### config.mk
export PLATFORM = sky130hd
export DESIGN_NAME = spcc_cordic
export DESIGN_NICKNAME = d
export VERILOG_FILES = /design/src/sv/spcc_pkg.sv /design/src/sv/spcc_cordic.sv
export SDC_FILE = /design/constraint.sdc
export NUM_CORES = 2
export LEC_CHECK = 0
export ABC_AREA = 0
export BUFFER_PORTS_ARGS = -buffer_cell sky130_fd_sc_hd__buf_2
export CAP_MARGIN = 0
export CORE_MARGIN = 4
export CORE_UTILIZATION = 59
export CTS_CLUSTER_SIZE = 25
export DETAILED_ROUTE_END_ITERATION = 10
export GPL_ROUTABILITY_DRIVEN = 0
export PLACE_DENSITY = 0.76
export SLEW_MARGIN = 20
export SYNTH_ARGS = -nofsm -noshare
export SYNTH_HDL_FRONTEND = slang
export SYNTH_SLANG_ARGS = --single-unit
### constraint.sdc
create_clock -name clock -period 7.4 [get_ports clock]
set_input_delay 0 -clock clock [delete_from_list [all_inputs] [get_ports clock]]
set_output_delay 0 -clock clock [all_outputs]
set_load 0.005 [all_outputs]
### src/sv/spcc_pkg.sv
// Shared types, constants and helper functions of the coordinate converter.
// No dependencies; imported by every module of the block.
`default_nettype none

package spcc_pkg;

   localparam int CORDIC_STAGES_DEFAULT = 16;
   localparam int ANGLE_BITS_DEFAULT    = 16;
   localparam int GUARD_BITS            = 8;
   // datapath width: Q12.4 plus guard bits plus CORDIC growth and sign
   localparam int CW = 28;
   // rounded coordinate width after guard removal, and one bit more for center adds
   localparam int RW = CW - GUARD_BITS;
   localparam int SW = RW + 1;

   // 1/K of the CORDIC in Q0.32
   localparam logic [31:0] INV_GAIN = 32'd2608131496;

   localparam logic [1:0] MODE_SCR2POL  = 2'd0;
   localparam logic [1:0] MODE_POL2SCR  = 2'd1;
   localparam logic [1:0] MODE_CART2POL = 2'd2;
   localparam logic [1:0] MODE_POL2CART = 2'd3;

   localparam logic [1:0] CSR_CENTER_X     = 2'd0;
   localparam logic [1:0] CSR_CENTER_Y     = 2'd1;
   localparam logic [1:0] CSR_NORTH_OFFSET = 2'd2;

   localparam logic [15:0] NORTH_OFFSET_RESET = 16'd16384;

   // atan(2^-i) in units of 2^-32 turn
   localparam logic [31:0] ATAN_TAB [24] = '{
      32'd536870912, 32'd316933406, 32'd167458907, 32'd85004756,
      32'd42667331,  32'd21354465,  32'd10679838,  32'd5340245,
      32'd2670163,   32'd1335087,   32'd667544,    32'd333772,
      32'd166886,    32'd83443,     32'd41722,     32'd20861,
      32'd10430,     32'd5215,      32'd2608,      32'd1304,
      32'd652,       32'd326,       32'd163,       32'd81
   };

   typedef struct packed {
      logic [1:0]         req_type;
      logic signed [15:0] coord_x;
      logic signed [15:0] coord_y;
      logic [15:0]        angle_in;
      logic [15:0]        radius_in;
   } spcc_req_type;

   typedef struct packed {
      logic [15:0]        angle_out;
      logic [15:0]        radius_out;
      logic signed [15:0] out_x;
      logic signed [15:0] out_y;
      logic               saturated;
   } spcc_rsp_type;

   // sideband that travels with each request through the pipeline
   typedef struct packed {
      logic [1:0] mode;
      logic       flip;
      logic       zero;
   } spcc_side_type;

   function automatic logic is_to_polar(input logic [1:0] mode);
      return (mode == MODE_SCR2POL) || (mode == MODE_CART2POL);
   endfunction

   // arctangent step rounded to the angle accumulator width
   function automatic logic [31:0] atan_at(input int idx, input int abits);
      logic [32:0] t;
      int          s;
      s = 32 - abits;
      t = {1'b0, ATAN_TAB[idx]} + (33'd1 << (s - 1));
      return 32'(t >> s);
   endfunction

   // clip to signed 16 bits; top bit of the result flags a clip
   function automatic logic [16:0] clip16(input logic signed [SW-1:0] v);
      logic [16:0] r;
      if (v > SW'(32767)) begin
         r = {1'b1, 16'h7FFF};
      end else if (v < SW'(-32768)) begin
         r = {1'b1, 16'h8000};
      end else begin
         r = {1'b0, v[15:0]};
      end
      return r;
   endfunction

endpackage

`default_nettype wire

### src/sv/spcc_cordic.sv
// Unrolled CORDIC, one register stage per iteration, vectoring or rotation per request.
// Depends on spcc_pkg.
`default_nettype none

module spcc_cordic
   import spcc_pkg::*;
#(
   parameter int CORDIC_STAGES = CORDIC_STAGES_DEFAULT,
   parameter int ANGLE_BITS    = ANGLE_BITS_DEFAULT
) (
   input  wire logic                     clock,
   input  wire logic                     reset,
   input  wire logic                     in_valid,
   output logic                          in_ready,
   input  wire logic signed [CW-1:0]     x_i,
   input  wire logic signed [CW-1:0]     y_i,
   input  wire logic        [ANGLE_BITS:0] z_i,
   input  wire spcc_side_type            side_i,
   output logic                          out_valid,
   input  wire logic                     out_ready,
   output logic signed [CW-1:0]          x_o,
   output logic signed [CW-1:0]          y_o,
   output logic        [ANGLE_BITS:0]    z_o,
   output spcc_side_type                 side_o
);

   localparam int AW = ANGLE_BITS + 1;

   logic [CORDIC_STAGES-1:0] v_ff;
   logic [CORDIC_STAGES:0]   en;
   logic signed [CW-1:0]     x_ff [CORDIC_STAGES];
   logic signed [CW-1:0]     y_ff [CORDIC_STAGES];
   logic [AW-1:0]            z_ff [CORDIC_STAGES];
   spcc_side_type            side_ff [CORDIC_STAGES];

   assign en[CORDIC_STAGES] = out_ready;

   for (genvar i = 0; i < CORDIC_STAGES; i++) begin : g_stage
      localparam logic [AW-1:0] STEP = AW'(atan_at(i, ANGLE_BITS));

      logic signed [CW-1:0] x_src, y_src, x_in, y_in, xs, ys;
      logic [AW-1:0]        z_src, z_in;
      spcc_side_type        side_src;
      logic                 v_src, dir;

      if (i == 0) begin : g_first
         assign x_src    = x_i;
         assign y_src    = y_i;
         assign z_src    = z_i;
         assign side_src = side_i;
         assign v_src    = in_valid;
      end else begin : g_next
         assign x_src    = x_ff[i-1];
         assign y_src    = y_ff[i-1];
         assign z_src    = z_ff[i-1];
         assign side_src = side_ff[i-1];
         assign v_src    = v_ff[i-1];
      end

      assign en[i] = !v_ff[i] || en[i+1];

      // vectoring drives y toward zero, rotation drives the residual angle toward zero
      always_comb begin
         xs  = x_src >>> i;
         ys  = y_src >>> i;
         dir = is_to_polar(side_src.mode) ? (!y_src[CW-1] && (y_src != '0))
                                          : z_src[AW-1];
         if (dir) begin
            x_in = x_src + ys;
            y_in = y_src - xs;
            z_in = z_src + STEP;
         end else begin
            x_in = x_src - ys;
            y_in = y_src + xs;
            z_in = z_src - STEP;
         end
      end

      always_ff @(posedge clock) begin
         if (reset) begin
            v_ff[i] <= 1'b0;
         end else if (en[i]) begin
            v_ff[i] <= v_src;
         end
      end

      always_ff @(posedge clock) begin
         if (en[i]) begin
            x_ff[i]    <= x_in;
            y_ff[i]    <= y_in;
            z_ff[i]    <= z_in;
            side_ff[i] <= side_src;
         end
      end
   end

   assign in_ready  = en[0];
   assign out_valid = v_ff[CORDIC_STAGES-1];
   assign x_o       = x_ff[CORDIC_STAGES-1];
   assign y_o       = y_ff[CORDIC_STAGES-1];
   assign z_o       = z_ff[CORDIC_STAGES-1];
   assign side_o    = side_ff[CORDIC_STAGES-1];

endmodule

`default_nettype wire

# After elaboration in Yosys (flattened, before gate mapping)
# Memories as Yosys holds them, arrays and structs flattened.
# Cells that the tools add are included.
dict set report totals {
  reg_bits 16
  mem_count 4
  in_bits 81
  ramBits 1232
}
# memory depth word_bits rd rd_ports_with_merged_regs write_ports line_no
set mem_list {}
lappend mem_list {x_ff 16 28 16 0 16 spcc_cordic.sv:31} ;# logic signed [CW-1:0] x_ff [CORDIC_STAGES];
lappend mem_list {y_ff 16 28 16 0 16 spcc_cordic.sv:32} ;# logic signed [CW-1:0] y_ff [CORDIC_STAGES];
lappend mem_list {z_ff 16 17 16 0 16 spcc_cordic.sv:33} ;# logic [AW-1:0] z_ff [CORDIC_STAGES];
lappend mem_list {side_ff 16 4 16 0 16 spcc_cordic.sv:34} ;# spcc_side_type side_ff [CORDIC_STAGES];
dict set report op_classes {
  n_eq_ne 16
  mux 95
  n_addsub 93
  reduce_logical 112
}
# operator n
set op_table {}
lappend op_table {{$mux 28} 32}
lappend op_table {{$reduce_bool 28->1} 16}
lappend op_table {{$mux 17} 15}
lappend op_table {{$add 28x13->28} 2}
lappend op_table {{$add 28x14->28} 2}
lappend op_table {{$add 28x15->28} 2}
lappend op_table {{$add 28x16->28} 2}
lappend op_table {{$add 28x17->28} 2}
lappend op_table {{$add 28x18->28} 2}
lappend op_table {{$add 28x19->28} 2}
lappend op_table {{$add 28x20->28} 2}
lappend op_table {{$add 28x21->28} 2}
lappend op_table {{$add 28x22->28} 2}
lappend op_table {{$add 28x23->28} 2}
lappend op_table {{$add 28x24->28} 2}
lappend op_table {{$add 28x25->28} 2}
lappend op_table {{$add 28x26->28} 2}
lappend op_table {{$add 28x27->28} 2}
lappend op_table {{$sub 28x13->28} 2}
lappend op_table {{$sub 28x14->28} 2}
lappend op_table {{$sub 28x15->28} 2}
lappend op_table {{$sub 28x16->28} 2}
lappend op_table {{$sub 28x17->28} 2}
lappend op_table {{$sub 28x18->28} 2}
lappend op_table {{45 further kinds} 211}

# Longest topological paths before layout
dict set report logic_depth {
  ltp_word 19
  depth_mapped 24
  depth_no_buf 22
}

# Least setup slack after synthesis
# No wires, ideal clock.
dict set report synth_timing {
  path_type {register to register}
  from {reg v_ff[15] (netlist: out_valid)}
  to {mem side_ff[0][0] (netlist bit) (enable)}
  required_ns 6.951
  arrival_ns 6.840
  period_less_slack_ns 7.289
  setup_time_ns 0.449
  stages_incl_launch_ff 11
  slack_ns 0.111
  path_buffers 1
  path_cell_list {dfxtp_1 -> nor2b_1 -> inv_1 -> nor2_1 -> and2_1 -> and3_1 -> and3_1 -> and3_1 -> clkbuf_1 -> nand4_1 -> or2_2}
}
# element line_no
set synth_lines {}
lappend synth_lines {{start: declaration} spcc_cordic.sv:29} ;# logic [CORDIC_STAGES-1:0] v_ff;
lappend synth_lines {{start signal: indexed assignment} spcc_cordic.sv:83} ;# v_ff[i] <= v_src;
lappend synth_lines {{end: declaration} spcc_cordic.sv:34}

==> flow_metrics.py <==
metrics = {
    "die": {
        "initial_utilization": 0.594,
        "die_area_um2": 182000,
        "fp.dieW_um": 426,
        "core_area_um2": 174000,
        "ios": 160,
        "row_count": 153,
        "die_y_um": 426,
    },
    "sta": {
        "rsz0062_at_grt": "no",
        "fin_worst_skew_ns": 0.0476,
        "relSlewSlack": 0.233,
        "min_period_ns": 6.96,
        "setup-violations-final": 0,
        "drv_slew": 0,
        "post-route-period-util": 0.941,
        "fin_tns_setup_ns": 0,
        "tightest_slew_ns": 1.15,
        "fmax_mhz": 144,
        "hold_viol_final": 0,
    },
    "clock_network": {
        "clkTransAtPathRegs_ns": 0.07,
        "root_buffer": "clkbuf_16",
        "post_cts.repair.setup_buffers": 0,
        "clk_latency_ns": 0.82,
        "cts_tree": "built",
        "cts_buffers": 143,
        "htreeDepth": 4,
        "clockBufferDepth": 3,
        "cts_sinks": 1247,
    },
    "final_layout": {
        "num-fill-cells": 13400,
        "area_growth_pct": 9.27,
        "nNetsFinal": 12400,
        "drive_above_1_share": 0.0510,
    },
    "global_routing": {
        "first_global_vias": 83800,
        "grt-ovfl-total": 0,
        "antenna_found_initial": 4,
        "grt_max_degree": 79,
        "grt_usage": 0.305,
        "grt_pass1_wl_mm": 446,
    },
    "synth": {
        "synth_warnings": 0,
        "synth_cell_type_count": 88,
        "ys_top_cells_by_area": "edfxtp_1 36%, ha_1 14%, xnor2_1 8.3%, a21oi_1 5.1%, xor2_1 4.2%",
        "synth.avg_cell_area_um2": 9.56,
        "synth_top_area_frac": 0.358,
        "async_flop_share": 0,
        "ys_top_cells_by_count": "1231 x edfxtp_1, 1130 x ha_1, 1057 x a21oi_1",
        "synth_most_common_cell": "edfxtp_1",
        "ys_seq_area_frac": 0.361,
        "yosysTopAreaCell": "edfxtp_1",
        "synth-main-ff-cell": "edfxtp_1",
        "syn_area_um2": 103000,
        "syn-num-nets": 12100,
        "synth_cells": 10800,
        "ys_ff_latch": 1247,
        "synth-edff-count": 1231,
    },
    "route": {
        "drc": 0,
        "wire_per_inst_um": 21.0,
        "firstDrtPassIters": 9,
        "wl_mm": 285,
        "drt_iter0_markers": 7175,
        "via_per_inst": 6.38,
        "final_antenna_net_count": 0,
        "num_vias": 86300,
    },
    "worst_hold_path": {
        "min-delay-start": "x_i[13]",
        "hold_path.class": "input port to flop",
        "hold_path_depth": 5,
    },
    "critical_path": {
        "cpMaxStageDelayCell": "or4b_2",
        "required_ns": 7.93,
        "end_kind": "flop",
        "cp-startpoint": "y_ff[1][17]",
        "path_class": "flop to flop",
        "r2r_cells": 18,
        "timing.rr.start": "y_ff[1][17]",
        "startpoint_type": "flop",
        "cp_max_fo": 27,
        "crit_arrival_ns": 7.49,
        "cp_common_cell": "o31a_1",
        "slowest_delay_ns": 0.68,
        "crit_chain": "or4_1, or4b_2, or3_1, nor3_1, o31a_1, inv_2, nor2_1, xor2_1, ha_1, o21ai_0, nor4_1, o31a_1, o21a_1, a221oi_1, a211oi_1, o31ai_2, o221ai_1, a211o_1",
    },
    "placed_design": {
        "dp.final_hpwl_mm": 223,
        "io_buffers": 159,
    },
    "job": {
        "max_cap_violations": 0,
    },
    "run_status": {
        "status": "finished clean",
    },
}
## metrics by stage
stage | std cells | utilization | hold WS [ns] | setup WS (ns) | cell area [um^2]
2_1_floorplan | 10800 | - | 0.0989 | 0.111 | 103000
3_3_place_gp | 13200 | 0.614 | 0.176 | 0.354 | 107000
3_5_place_dp | 13200 | 0.614 | 0.179 | 0.318 | 107000
4_1_cts | 13500 | 0.648 | 0.00174 | 0.260 | 113000
5_1_grt | 13500 | 0.649 | 0.0472 | 0.0501 | 113000
6_report | 13500 | 0.649 | 0.0592 | 0.440 | 113000
## state kept, by name (all words and copies together), names as in the netlist
register / cells
y_ff: 448
side_ff: 64
z_ff: 272
x_ff: 447
g_stage.v_src: 15
out_valid: 1
## per-layer routing
metal,global-route usage,wire (um),up-vias
li1,-,-,40800
met1,0.334,105000,40900
met2,0.536,138000,3473
met3,0.0483,17500,1101
met4,0.218,23500,6
met5,0,39,-
## cell type report
type                            count  area, um^2  share of cell area
Sequential cell                  1247       37300               0.330
Clock inverter                     96        1120             0.00991
Clock buffer                      164        3720              0.0329
Inverter                          518        1950              0.0172
Timing Repair Buffer              334        2390              0.0212
Multi-Input combinational cell   8849       63500               0.563
Tap cell                         2325        2910              0.0258
Antenna cell                        2        5.00           0.0000443
## cells in the final DEF (no fill, tap or decap), types with 195 or more instances in the layout
cell type,instances
nand2_1,548
inv_1,500
xor2_1,492
nand3_1,195
a21o_1,396
edfxtp_1,1231
nor2_1,896
a21oi_1,1057
xnor2_1,973
ha_1,1130
o21ai_0,642
nor3_1,319
## worst max-delay path, delay by kind of cell (launching register included)
family                     cells  cell delay [ns]
AOI/OAI and AO/OA              9             3.14
and+or+nand+nor                6             2.35
DFF                            1             0.46
buffers and inverters          1             0.30
adders and majority gates      1             0.28
xor gates and xnor gates       1             0.16
## worst paths after layout
path	slack (ns)	end
hold / removal	0.06	x_ff[0][14]
setup / recovery	0.44	x_ff[1][55]
hold reg to reg	0.41	side_ff[0][20]
setup reg to reg	0.44	x_ff[1][55]
## logic make-up (layout without fill, tap and decap cells)
logic type      Yosys count  after routing  share of synthesized area
xor+xnor               1467           1467                      0.125
mux                      55             55                    0.00540
buf+inv                 705           1112                     0.0258
compound gates         3258           3258                      0.200
simple gates           2891           2891                      0.137
fa+ha+maj              1178           1178                      0.146
flops                  1247           1247                      0.361
other cells               0              2                          0
## timing repair
| item | 4_1_cts | 5_1_grt |
|---|---|---|
| endpoints found under the setup margin | 0 | 7 |
| resized for setup | 0 | 5 |
| hold buffers | 111 | 0 |
| hold endpoints to repair | 95 | 0 |
Power is left out: the tool's default activity adds up to more than one toggle a clock period on the data nets, which glitch-free logic cannot reach.
