[src/sv/spcc_pkg.sv]
// Shared types, constants and helper functions of the coordinate converter.
// No dependencies; imported by every module of the block.
`default_nettype none

package spcc_pkg;

   localparam int CORDIC_STAGES_DEFAULT = 16;
   localparam int ANGLE_BITS_DEFAULT    = 16;
   localparam int GUARD_BITS            = 8;
   // datapath width: Q12.4 plus guard bits plus CORDIC growth and sign
   localparam int CW = 28;
   // rounded coordinate width after guard removal, and one bit more for center adds
   localparam int RW = CW - GUARD_BITS;
   localparam int SW = RW + 1;

   // 1/K of the CORDIC in Q0.32
   localparam logic [31:0] INV_GAIN = 32'd2608131496;

   localparam logic [1:0] MODE_SCR2POL  = 2'd0;
   localparam logic [1:0] MODE_POL2SCR  = 2'd1;
   localparam logic [1:0] MODE_CART2POL = 2'd2;
   localparam logic [1:0] MODE_POL2CART = 2'd3;

   localparam logic [1:0] CSR_CENTER_X     = 2'd0;
   localparam logic [1:0] CSR_CENTER_Y     = 2'd1;
   localparam logic [1:0] CSR_NORTH_OFFSET = 2'd2;

   localparam logic [15:0] NORTH_OFFSET_RESET = 16'd16384;

   // atan(2^-i) in units of 2^-32 turn
   localparam logic [31:0] ATAN_TAB [24] = '{
      32'd536870912, 32'd316933406, 32'd167458907, 32'd85004756,
      32'd42667331,  32'd21354465,  32'd10679838,  32'd5340245,
      32'd2670163,   32'd1335087,   32'd667544,    32'd333772,
      32'd166886,    32'd83443,     32'd41722,     32'd20861,
      32'd10430,     32'd5215,      32'd2608,      32'd1304,
      32'd652,       32'd326,       32'd163,       32'd81
   };

   typedef struct packed {
      logic [1:0]         req_type;
      logic signed [15:0] coord_x;
      logic signed [15:0] coord_y;
      logic [15:0]        angle_in;
      logic [15:0]        radius_in;
   } spcc_req_type;

   typedef struct packed {
      logic [15:0]        angle_out;
      logic [15:0]        radius_out;
      logic signed [15:0] out_x;
      logic signed [15:0] out_y;
      logic               saturated;
   } spcc_rsp_type;

   // sideband that travels with each request through the pipeline
   typedef struct packed {
      logic [1:0] mode;
      logic       flip;
      logic       zero;
   } spcc_side_type;

   function automatic logic is_to_polar(input logic [1:0] mode);
      return (mode == MODE_SCR2POL) || (mode == MODE_CART2POL);
   endfunction

   // arctangent step rounded to the angle accumulator width
   function automatic logic [31:0] atan_at(input int idx, input int abits);
      logic [32:0] t;
      int          s;
      s = 32 - abits;
      t = {1'b0, ATAN_TAB[idx]} + (33'd1 << (s - 1));
      return 32'(t >> s);
   endfunction

   // clip to signed 16 bits; top bit of the result flags a clip
   function automatic logic [16:0] clip16(input logic signed [SW-1:0] v);
      logic [16:0] r;
      if (v > SW'(32767)) begin
         r = {1'b1, 16'h7FFF};
      end else if (v < SW'(-32768)) begin
         r = {1'b1, 16'h8000};
      end else begin
         r = {1'b0, v[15:0]};
      end
      return r;
   endfunction

endpackage

`default_nettype wire

[src/sv/spcc_pre.sv]
// Front end of the converter: screen offset, half-plane fold and radius prescale.
// Depends on spcc_pkg.
`default_nettype none

module spcc_pre
   import spcc_pkg::*;
#(
   parameter int ANGLE_BITS = ANGLE_BITS_DEFAULT
) (
   input  wire logic                     clock,
   input  wire logic                     reset,
   input  wire logic                     in_valid,
   output logic                          in_ready,
   input  wire spcc_req_type             in_data,
   input  wire logic signed [15:0]       center_x,
   input  wire logic signed [15:0]       center_y,
   output logic                          out_valid,
   input  wire logic                     out_ready,
   output logic signed [CW-1:0]          x_o,
   output logic signed [CW-1:0]          y_o,
   output logic        [ANGLE_BITS:0]    z_o,
   output spcc_side_type                 side_o
);

   localparam int AW = ANGLE_BITS + 1;
   localparam logic signed [AW-1:0] HALF    = AW'(1 << (ANGLE_BITS - 1));
   localparam logic signed [AW-1:0] QUARTER = AW'(1 << (ANGLE_BITS - 2));
   localparam int PW = 48;
   localparam logic [PW-1:0] PRE_RND = PW'(1) << 23;

   logic                  a_v_ff, b_v_ff;
   logic                  a_en, b_en;
   logic signed [CW-1:0]  a_x_in, a_y_in, a_x_ff, a_y_ff;
   logic [AW-1:0]         a_z_in, a_z_ff;
   logic [PW-1:0]         a_p_in, a_p_ff;
   spcc_side_type         a_side_in, a_side_ff;
   logic signed [CW-1:0]  b_x_in, b_x_ff, b_y_ff;
   logic [AW-1:0]         b_z_ff;
   spcc_side_type         b_side_ff;

   logic signed [16:0]    dx, dy, fx, fy;
   logic [39:0]           ang_ext;
   logic signed [AW-1:0]  zs;
   logic [PW-1:0]         p_rnd;

   assign b_en     = !b_v_ff || out_ready;
   assign a_en     = !a_v_ff || b_en;
   assign in_ready = a_en;

   // stage A: offset and fold for vectoring, angle fold and gain prescale for rotation
   always_comb begin
      if (in_data.req_type == MODE_SCR2POL) begin
         dx = {in_data.coord_x[15], in_data.coord_x} - {center_x[15], center_x};
         dy = {center_y[15], center_y} - {in_data.coord_y[15], in_data.coord_y};
      end else begin
         dx = {in_data.coord_x[15], in_data.coord_x};
         dy = {in_data.coord_y[15], in_data.coord_y};
      end
      fx = dx[16] ? -dx : dx;
      fy = dx[16] ? -dy : dy;

      ang_ext = {in_data.angle_in, 24'd0};
      zs      = {ang_ext[39], ang_ext[39 -: ANGLE_BITS]};

      a_side_in.mode = in_data.req_type;
      a_side_in.zero = (dx == '0) && (dy == '0);
      a_side_in.flip = 1'b0;
      a_p_in         = PW'(in_data.radius_in) * PW'(INV_GAIN);

      if (is_to_polar(in_data.req_type)) begin
         a_x_in = {{(CW - 17 - GUARD_BITS){fx[16]}}, fx, {GUARD_BITS{1'b0}}};
         a_y_in = {{(CW - 17 - GUARD_BITS){fy[16]}}, fy, {GUARD_BITS{1'b0}}};
         a_z_in = dx[16] ? HALF : '0;
      end else begin
         a_x_in = '0;
         a_y_in = '0;
         // fold into the right half-plane, flip the result later
         if (zs > QUARTER) begin
            a_z_in         = zs - HALF;
            a_side_in.flip = 1'b1;
         end else if (zs < -QUARTER) begin
            a_z_in         = zs + HALF;
            a_side_in.flip = 1'b1;
         end else begin
            a_z_in = zs;
         end
      end
   end

   // stage B: round the prescaled radius into the start vector
   always_comb begin
      p_rnd  = a_p_ff + PRE_RND;
      b_x_in = is_to_polar(a_side_ff.mode) ? a_x_ff
                                           : {{(CW - 24){1'b0}}, p_rnd[47:24]};
   end

   always_ff @(posedge clock) begin
      if (reset) begin
         a_v_ff <= 1'b0;
         b_v_ff <= 1'b0;
      end else begin
         if (a_en) begin
            a_v_ff <= in_valid;
         end
         if (b_en) begin
            b_v_ff <= a_v_ff;
         end
      end
   end

   always_ff @(posedge clock) begin
      if (a_en) begin
         a_x_ff    <= a_x_in;
         a_y_ff    <= a_y_in;
         a_z_ff    <= a_z_in;
         a_p_ff    <= a_p_in;
         a_side_ff <= a_side_in;
      end
      if (b_en) begin
         b_x_ff    <= b_x_in;
         b_y_ff    <= a_y_ff;
         b_z_ff    <= a_z_ff;
         b_side_ff <= a_side_ff;
      end
   end

   assign out_valid = b_v_ff;
   assign x_o       = b_x_ff;
   assign y_o       = b_y_ff;
   assign z_o       = b_z_ff;
   assign side_o    = b_side_ff;

endmodule

`default_nettype wire

[config.mk]
export PLATFORM = sky130hd
export DESIGN_NAME = spcc_pre
export DESIGN_NICKNAME = d
export VERILOG_FILES = /design/src/sv/spcc_pkg.sv /design/src/sv/spcc_pre.sv
export SDC_FILE = /design/constraint.sdc
export NUM_CORES = 1
export LEC_CHECK = 0
export BUFFER_PORTS_ARGS = -buffer_cell sky130_fd_sc_hd__buf_2
export CAP_MARGIN = 25
export CORE_AREA = 2 2 236 238
export CTS_CLUSTER_DIAMETER = 120
export DETAILED_ROUTE_END_ITERATION = 10
export DIE_AREA = 0 0 238 240
export PLACE_DENSITY_LB_ADDON = 0.08
export SLEW_MARGIN = 15
export SYNTH_ARGS = -nofsm -noshare
export SYNTH_HDL_FRONTEND = slang
export SYNTH_SLANG_ARGS = --single-unit
[constraint.sdc]
create_clock -name clock -period 10.29 [get_ports clock]
set_input_delay 0.5145 -clock clock [delete_from_list [all_inputs] [get_ports clock]]
set_output_delay 0.5145 -clock clock [all_outputs]
set_load 0.01 [all_outputs]
; Word-level counts from Yosys, hierarchy flattened
; Cells that the tools add are included.
[word_totals]
reg_bits = 181
inputBits = 102
[classes]
n_addsub = 7
n_lt_le_gt_ge = 2
reduce_logical = 11
muxes = 11
n_eq_ne = 2
multipliers = 1
[ops]
columns = cell, n
row1 = 17-bit two-way mux, 7
row2 = 48-bit by 24-bit adder with 48-bit output (second input constant), 1
row3 = 16-bit by 29-bit multiplier with 45-bit output (second input constant), 1
row4 = 17-bit zero test, 2
row5 = 17-bit negation, 2
row6 = 16-bit by 16-bit subtractor with 17-bit output, 2
row7 = 24-bit two-way mux, 1
row8 = 16-bit by 17-bit adder with 17-bit output (second input constant), 1
row9 = 16-bit by 17-bit subtractor with 17-bit output (second input constant), 1
row10 = 16-bit > comparator (second input constant), 1
row11 = 16-bit by 15-bit < comparator with 1-bit output (second input constant), 1
row12 = 16-bit two-way mux, 1
row13 = 2-bit == test (second input constant), 2
row14 = 2-bit zero test, 2
row15 = 1-bit logical OR, 4
row16 = 1-bit zero test, 2
row17 = 1-bit two-way mux, 2
row18 = 1-bit logical AND, 1

; Depth between registers and ports, before layout
; Gate-level depths: netlist (run 1).
[depth]
depth_word = 4
ltp_mapped = 23
mapped_depth_nobuf = 23

; Worst setup path after synthesis (run 1)
; OpenSTA, ideal clock, no wires.
[synth_path]
path_type = input port to flip-flop
startpoint = in in_data[8] (netlist bit)
endpoint = reg a_p_ff[44] (data pin)
required_ns = 10.031
stages = 20
arrival_ns = 5.689
slack_ns = 4.342
setup_time_ns = 0.259
path_cell_list = ha_1 -> inv_1 -> fa_1 -> fa_1 -> inv_1 -> fa_1 -> fa_1 -> inv_1 -> fa_1 -> inv_1 -> ha_1 -> a211oi_1 -> o21ai_0 -> o21ai_0 -> o22ai_1 -> o21ai_0 -> o21ai_0 -> nor3b_1 -> a41oi_1 -> xnor2_1
[synth_between]
elab_chain_cells = 1
[synth_lines]
columns = element, line_no
row1 = "start, declared", spcc_pre.sv:14  ; input wire spcc_req_type in_data,
row2 = 16-bit by 29-bit multiplier with 45-bit output, spcc_pre.sv:68  ; a_p_in = PW'(in_data.radius_in) * PW'(INV_GAIN);
row3 = net a_p_in[44], spcc_pre.sv:35  ; logic [PW-1:0] a_p_in, a_p_ff;
row4 = "end signal, assigned", spcc_pre.sv:116  ; a_p_ff <= a_p_in;
row5 = "end, declared", spcc_pre.sv:35
; The timed path passes the listed nets, and every way through them passes these cells.
; A chain may end at the register's enable or synchronous reset.

; Final worst setup path (run 1)
[layout_path]
startpoint = in in_data[14] (netlist bit)
endpoint = reg a_p_ff[44] (data pin)
; The elaborated chain is that of the path after synthesis.

==> insert_results.sql, run 1 <==
INSERT INTO impl_metrics (metric_group, metric, value, unit) VALUES
('detailed_routing', 'drt.antenna.violating_nets', '0', ''),
('timing', 'max_slew_headroom_at_the_worst_pin', '44.40', '%'),
('synth', 'synth-main-ff-cell', 'sky130_fd_sc_hd__edfxtp_1', ''),
('setup_path', 'timing.setup.critical_path_class', 'input port to flip-flop', ''),
('synth', 'yosysUniqueCellTypes', '89', ''),
('timing', 'final_min_period_over_clock_period', '62.95', '%'),
('global_route', 'first_global_vias', '12060', ''),
('pwr', 'combinationalPowerShare', '73.7', '%'),
('floorplanning', 'floorplan.die_area', '0.05712', 'mm²'),
('global_route', 'grt_first_pass_wirelength', '71490', 'µm'),
('timing', 'fmaxAchievable', '154.4', 'MHz'),
('pwr', 'switching_power', '0.003042', 'W'),
('layout', 'areaGrowthSynthToFinish', '13.26', '%'),
('timing', 'setup_slack_of_the_critical_path_after_layout', '3.813', 'ns'),
('setup_path', 'slowest_delay', '0.67', 'ns'),
('synth', 'ys_seq_elements', '145', ''),
('pwr', 'seqPwrFrac', '16.9', '%'),
('detailed_routing', 'post_drt_via_cell_ratio', '4.702', ''),
('detailed_routing', 'vias', '11530', ''),
('place', 'dp_worst_setup_slack', '3.291', 'ns'),
('floorplanning', 'die_w', '238', 'µm'),
('clocking', 'clock_tree.buffer_depth', '2', ''),
('setup_path', 'crit_slowest_cell', 'sky130_fd_sc_hd__fa_1', ''),
('timing', 'totalNegativeSetupSlack', '0', 'ns'),
('detailed_routing', 'first_pass_iteration_count_of_the_detailed_router', '5', ''),
('clocking', 'cts_resized', '0', ''),
('flow_run', 'maxCapViolCount', '0', ''),
('run_status', 'outcome', 'finished clean', ''),
('layout', 'fin_cells', '2453', ''),
('global_route', 'maximum_number_of_pins_on_one_net_before_global_route_repair', '64', ''),
('floorplanning', 'top_ports', '181', ''),
('synth', 'syn-cell-area', '0.01619', 'mm²'),
('synth', 'syn_area_per_cell', '10.31', 'µm²'),
('place', 'buffer_ports.inserted', '172', ''),
('timing', 'rsz0062_at_grt', 'no', ''),
('setup_path', 'arrival', '6.66', 'ns'),
('global_route', 'antenna_found_initial', '0', ''),
('layout', 'layout_common_cells', 'sky130_fd_sc_hd__inv_1 (312), sky130_fd_sc_hd__ha_1 (200), sky130_fd_sc_hd__buf_2 (172), sky130_fd_sc_hd__fa_1 (170), sky130_fd_sc_hd__edfxtp_1 (143)', ''),
('layout', 'final_common_cell', 'sky130_fd_sc_hd__inv_1', ''),
('floorplanning', 'placeableCoreArea', '0.05466', 'mm²'),
('synth', 'synth.yosys.seq_area_share', '26.76', '%'),
('clocking', 'ctsHoldBuffers', '0', ''),
('global_route', 'grt.total_usage', '16.52', '%'),
('clocking', 'cts_buffers', '17', ''),
('place', 'detailed_place_hpwl', '39790', 'µm'),
('detailed_routing', 'routed_wirelength', '46220', 'µm'),
('place', 'post-place-cells', '2420', ''),
('pwr', 'worst_ir_drop_vdd', '0.2860', 'mV'),
('timing', 'timing_worst_slew_pin_value', '0.8340', 'ns'),
('place', 'routabilityCongestion', '0.9004', ''),
('pwr', 'leakage', '8.801', 'nW'),
('setup_path', 'cp_cell_sequence', 'buf_2 -> ha_1 -> fa_1 -> inv_1 -> fa_1 -> inv_1 -> fa_1 -> fa_1 -> fa_1 -> ha_1 -> o21ai_0 -> o21ai_0 -> o21ai_0 -> o22ai_1 -> o21ai_0 -> o21ai_0 -> nor3b_1 -> a41oi_1 -> xnor2_1', ''),
('layout', 'antenna_cells', '0', ''),
('timing', 'finalHoldViolations', '0', ''),
('clocking', 'cts.root.buffer_cell', 'sky130_fd_sc_hd__clkbuf_16', ''),
('timing', 'report.final.setup_viol', '0', ''),
('clocking', 'postCtsSetupBuffers', '0', ''),
('worst_hold_path', 'hold_path.class', 'input port to flip-flop', ''),
('pwr', 'internal_power', '0.003274', 'W'),
('setup_path', 'cp_bufs_invs', '3', ''),
('timing', 'clock-skew-final', '0.01633', 'ns'),
('floorplanning', 'die_height', '240', 'µm'),
('layout', 'layout-drive-gt1-share', '14.64', '%'),
('setup_path', 'critPathCaptureType', 'flip-flop', ''),
('floorplanning', 'effective_utilization_at_floorplan', '29.63', '%'),
('setup_path', 'cp_max_fo', '11', ''),
('synth', 'syn-instance-count', '1571', ''),
('clocking', 'clock_net_sink_count', '145', ''),
('global_route', 'grt_overflow', '0', ''),
('setup_path', 'startpoint_type', 'input port', ''),
('clocking', 'ctsHtreeMaxLevel', '4', '');
## registers in the layout, indices dropped and copies added, names as in the netlist, 17 cells and up
| name | count |
|---|---|
| a_p_ff | 25 |
| y_o | 17 |
| a_x_ff | 17 |
| a_y_ff | 17 |
| a_z_ff | 17 |
| z_o | 17 |
| x_o | 25 |
## Yosys cell counts, types with 6 or more instances
cell type	instances	area share (%)
sky130_fd_sc_hd__and3_1	15	0.58
sky130_fd_sc_hd__buf_2	6	0.19
sky130_fd_sc_hd__fa_1	170	21
sky130_fd_sc_hd__buf_4	16	0.74
sky130_fd_sc_hd__or3_1	17	0.66
sky130_fd_sc_hd__or2_2	7	0.27
sky130_fd_sc_hd__nor3b_1	9	0.42
sky130_fd_sc_hd__and2_1	30	1.2
sky130_fd_sc_hd__clkbuf_1	13	0.30
sky130_fd_sc_hd__nand3_1	37	1.1
sky130_fd_sc_hd__a21oi_1	69	2.1
sky130_fd_sc_hd__nor4_1	7	0.27
sky130_fd_sc_hd__o21a_1	17	0.79
sky130_fd_sc_hd__xor2_1	34	1.8
sky130_fd_sc_hd__o211ai_1	11	0.51
sky130_fd_sc_hd__nand2_1	53	1.2
sky130_fd_sc_hd__a21o_1	32	1.5
sky130_fd_sc_hd__mux2i_1	11	0.68
sky130_fd_sc_hd__nand4_1	14	0.54
sky130_fd_sc_hd__ha_1	200	15
sky130_fd_sc_hd__edfxtp_1	143	27
sky130_fd_sc_hd__inv_1	313	7.3
sky130_fd_sc_hd__xnor2_1	40	2.2
sky130_fd_sc_hd__nor3_1	28	0.87
sky130_fd_sc_hd__o21ai_0	38	1.2
sky130_fd_sc_hd__nand2b_1	6	0.23
sky130_fd_sc_hd__a211oi_1	16	0.74
sky130_fd_sc_hd__nand3b_1	6	0.28
sky130_fd_sc_hd__nor2_1	88	2.0
sky130_fd_sc_hd__nor2b_1	10	0.39
## final timing paths
kind,startpoint,endpoint,slack [ns],depth (start not counted)
hold reg to reg,a_y_ff[9],y_o[9],0.42,0
setup / recovery,in_data[14],a_p_ff[44],3.81,19
setup reg to reg,a_p_ff[29],x_o[23],7.94,9
hold / removal,reset,out_valid,0.27,2
## worst register-to-register path: cells and delay by family, from the launching register on
family / cells / cell delay (ns)
compound gates: 1 / 0.11
xor+xnor: 1 / 0.16
flops: 1 / 0.40
simple gates: 7 / 1.42
## per-layer routing
layer	up-vias	GRT usage (%)	part of all wire, %
met3	21	1.527	3.4
met1	5661	23.52	49
met5	-	0	0
met2	215	27.64	46
li1	5636	-	-
met4	0	2.860	0.95
## power by group through the flow
stage	sequential [W]	clock [W]	combinational [W]
after floorplan	0.00107	0	0.00345
after global placement	0.00108	0	0.00471
after detailed placement	0.00108	0	0.00469
after CTS	0.00107	0.000615	0.00473
after global routing	0.00108	0.000639	0.00541
final	0.00106	0.000595	0.00466
## logic make-up (layout without fill, tap and decap cells)
group,Yosys count,count (layout),share of synthesized area (%)
flip-flops,145,145,26.76
AO/OA/AOI/OAI,259,259,11.31
multiplexers,12,12,0.7495
other,1,8,0.02316
AND/OR/NAND/NOR,356,356,11.83
XOR/XNOR,74,74,4.002
buffers and inverters,354,525,8.854
adder cells (fa/ha/maj),370,370,36.47
## area by class of cell
class	instances	area, µm²
Timing Repair Buffer	179	913.4
Tap cell	704	880.8
Inverter	314	1179
Clock buffer	18	429.2
Fill cell	5640	36320
Multi-Input combinational cell	1079	10470
Clock inverter	14	137.6
Sequential cell	145	4334
## stage by stage
stage                     utilization, %  area (µm²)  hold WS [ns]  total power, W
after floorplan                        -       16220        0.4003        0.004521
after global placement             32.50       17770        0.4008        0.005784
after detailed placement           32.50       17770        0.4057        0.005768
after CTS                          33.54       18330        0.2428        0.006407
after global routing               33.55       18340        0.2588        0.007133
final                              33.55       18340        0.2680        0.006315
No activity file was read; power rests on OpenSTA's default activity.
==> run 2: changes to the inputs <==
==> constraint.sdc (replaced) <==
create_clock -name clock -period 5.2 [get_ports clock]
set_input_delay 0.26 -clock clock [delete_from_list [all_inputs] [get_ports clock]]
set_output_delay 0.26 -clock clock [all_outputs]
set_load 0.01 [all_outputs]
==> insert_results.sql, run 2 (same netlist as run 1, synthesis figures left out) <==
INSERT INTO impl_metrics (metric_group, metric, value, unit) VALUES
('run_status', 'outcome', 'finished clean', ''),
('detailed_routing', 'vias', '11980', ''),
('floorplanning', 'floorplan.die_area', '0.05712', 'mm²'),
('place', 'dpl-instance-area', '0.01921', 'mm²'),
('setup_path', 'arrival', '5.34', 'ns'),
('layout', 'areaGrowthSynthToFinish', '25.74', '%'),
('global_route', 'maximum_number_of_pins_on_one_net_before_global_route_repair', '64', ''),
('layout', 'layout-drive-gt1-share', '27.81', '%'),
('timing', 'slew_violations', '0', ''),
('global_route', 'grtUsageMet3', '1.573', '%'),
('timing', 'final_period_minus_worst_setup_slack', '5.186', 'ns'),
('layout', 'layout.filler_cells', '5574', ''),
('layout', 'final_nets', '2383', ''),
('setup_path', 'cp_max_fo', '4', ''),
('clocking', 'ctsHtreeMaxLevel', '4', ''),
('clocking', 'cts.root.buffer_cell', 'sky130_fd_sc_hd__clkbuf_16', ''),
('timing', 'finalHoldViolations', '0', ''),
('timing', 'timing_worst_slew_pin_value', '0.8280', 'ns'),
('global_route', 'grt.met2_usage', '28.27', '%'),
('detailed_routing', 'detail_route.drc_violations', '0', ''),
('detailed_routing', 'route.detailed.wl_per_inst', '17.54', 'µm'),
('clocking', 'clock_tree.buffer_depth', '2', ''),
('layout', 'layout_common_cells', 'sky130_fd_sc_hd__inv_1 (288), sky130_fd_sc_hd__buf_4 (180), sky130_fd_sc_hd__ha_1 (175), sky130_fd_sc_hd__buf_2 (159), sky130_fd_sc_hd__fa_1 (152)', ''),
('global_route', 'grt_first_pass_wirelength', '71600', 'µm'),
('layout', 'final_common_cell', 'sky130_fd_sc_hd__inv_1', ''),
('pwr', 'switching_power', '0.007289', 'W'),
('floorplanning', 'placeableCoreArea', '0.05466', 'mm²'),
('global_route', 'antenna_found_initial', '1', ''),
('clocking', 'tritoncts_clock_tree', 'done', ''),
('pwr', 'seqPwrFrac', '12.6', '%'),
('detailed_routing', 'drt.antenna.violating_nets', '0', ''),
('clocking', 'clk_latency', '0.42', 'ns'),
('place', 'buffer_ports.inserted', '172', ''),
('pwr', 'portion_of_total_power_attributed_to_the_clock_network', '7.2', '%'),
('place', 'dp_worst_setup_slack', '-0.6180', 'ns'),
('layout', 'finish.instance_area', '0.02036', 'mm²'),
('pwr', 'worst_ir_drop_vdd', '0.5820', 'mV'),
('pwr', 'power_density', '819.3', 'mW/mm²'),
('pwr', 'combinationalPowerShare', '80.3', '%'),
('floorplanning', 'core.rowCount', '86', ''),
('layout', 'antenna_cells', '0', ''),
('layout', 'seq_area', '0.004334', 'mm²'),
('global_route', 'first_global_vias', '12310', ''),
('global_route', 'grt-busiest-layer', 'met2', ''),
('global_route', 'grt_overflow', '0', ''),
('detailed_routing', 'first_pass_iteration_count_of_the_detailed_router', '5', ''),
('detailed_routing', 'drt_iter0_markers', '483', ''),
('floorplanning', 'top_ports', '181', ''),
('setup_path', 'timing.setup.critical_path_class', 'input port to flip-flop', ''),
('floorplanning', 'die_w', '238', 'µm'),
('detailed_routing', 'post_drt_via_cell_ratio', '4.560', ''),
('global_route', 'grt.total_usage', '16.35', '%'),
('timing', 'clock-skew-final', '0.01380', 'ns'),
('layout', 'area_of_the_multi_input_gates', '0.01106', 'mm²'),
('timing', 'rsz0062_at_grt', 'yes', ''),
('place', 'detailed_place_hpwl', '39900', 'µm'),
('timing', 'setup_slack_of_the_critical_path_after_layout', '0.01403', 'ns'),
('pwr', 'internal_power', '0.009393', 'W'),
('timing', 'report.final.setup_viol', '0', ''),
('floorplanning', 'die_height', '240', 'µm'),
('clocking', 'cts_buffers', '17', ''),
('pwr', 'switching_share', '43.69', '%'),
('setup_path', 'startpoint_type', 'input port', ''),
('timing', 'fmaxAchievable', '192.8', 'MHz'),
('clocking', 'clock_net_sink_count', '145', ''),
('timing', 'max_slew_headroom_at_the_worst_pin', '44.80', '%'),
('clocking', 'worst_setup_hold_path_clk_slew', '0.06', 'ns'),
('setup_path', 'worst_ep_required_time', '5.36', 'ns'),
('timing', 'final_min_period_over_clock_period', '99.73', '%'),
('setup_path', 'critPathCaptureType', 'flip-flop', ''),
('pwr', 'leakage', '9.705', 'nW'),
('global_route', 'grt_use_met1', '22.87', '%'),
('place', 'routabilityCongestion', '0.8595', ''),
('detailed_routing', 'routed_wirelength', '46080', 'µm'),
('flow_run', 'maxCapViolCount', '0', ''),
('floorplanning', 'effective_utilization_at_floorplan', '29.63', '%'),
('worst_hold_path', 'hold_path.class', 'input port to flip-flop', '');
run 2: worst paths after layout:
path | start | endpoint | slack [ns] | cells after the start
setup / recovery | in_data[2] | a_p_ff[31] | 0.01 | 21
hold / removal | in_valid | a_v_ff | 0.06 | 3
setup reg to reg | a_p_ff[29] | x_o[23] | 2.83 | 9
hold reg to reg | a_z_ff[9] | z_o[9] | 0.41 | 0
run 2: cell type report:
cell class                      count  area share [%]
Clock buffer                       17           2.089
Clock inverter                     15          0.7742
Timing Repair Buffer              354           11.43
Tap cell                          704           4.326
Inverter                          314           5.800
Multi-Input combinational cell   1079           54.29
Sequential cell                   145           21.28
run 2: metrics by stage:
step	util [%]	hold WS [ns]	TNS [ns]	power, W	std cells
after floorplan	-	0.3324	-0.001988	0.009431	1578
after global placement	35.13	0.4030	-10.54	0.01387	2581
after detailed placement	35.14	0.4052	-10.95	0.01390	2582
after CTS	36.60	0.04884	-0.02468	0.01587	2619
after global routing	37.25	0.05520	-1.127	0.01846	2628
final	37.25	0.05980	0	0.01668	2628
run 2: power by group through the flow:
| stage | Sequential [W] | Combinational [W] | Clock (W) |
|---|---|---|---|
| after floorplan | 0.00212 | 0.00731 | 0 |
| after global placement | 0.00212 | 0.0118 | 0 |
| after detailed placement | 0.00212 | 0.0118 | 0 |
| after CTS | 0.00210 | 0.0125 | 0.00123 |
| after global routing | 0.00212 | 0.0151 | 0.00129 |
| final | 0.00209 | 0.0134 | 0.00120 |
run 2: timing repair:
| action | in CTS | in global routing |
|---|---|---|
| setup buffers | 4 | 9 |
| hold buffers | 1 | 0 |
| setup endpoints to repair | 15 | 19 |
| resized for setup | 38 | 85 |
| pin swaps | 30 | 48 |
| hold endpoints to repair | 2 | 0 |
run 2: per-layer routing:
metal | routed length, µm | vias to the layer above
met3 | 1140 | 10
met1 | 22720 | 5830
li1 | - | 5992
met5 | 0 | -
met4 | 174 | 0
met2 | 22050 | 151
run 2: critical path: stages:
cell and delay [ns]:
sky130_fd_sc_hd__buf_12 0.11, sky130_fd_sc_hd__fa_1 0.52, sky130_fd_sc_hd__fa_2 0.56, sky130_fd_sc_hd__inv_2 0.04, sky130_fd_sc_hd__fa_1 0.48, sky130_fd_sc_hd__inv_2 0.04
sky130_fd_sc_hd__fa_2 0.52, sky130_fd_sc_hd__inv_2 0.04, sky130_fd_sc_hd__fa_1 0.45, sky130_fd_sc_hd__fa_1 0.50, sky130_fd_sc_hd__inv_2 0.05, sky130_fd_sc_hd__ha_4 0.21
sky130_fd_sc_hd__o21a_1 0.20, sky130_fd_sc_hd__a221oi_4 0.34, sky130_fd_sc_hd__o22ai_4 0.15, sky130_fd_sc_hd__buf_6 0.15, sky130_fd_sc_hd__a311oi_2 0.26, sky130_fd_sc_hd__nor2b_1 0.09
sky130_fd_sc_hd__o21a_1 0.17, sky130_fd_sc_hd__nor2_1 0.13, sky130_fd_sc_hd__xnor2_1 0.09
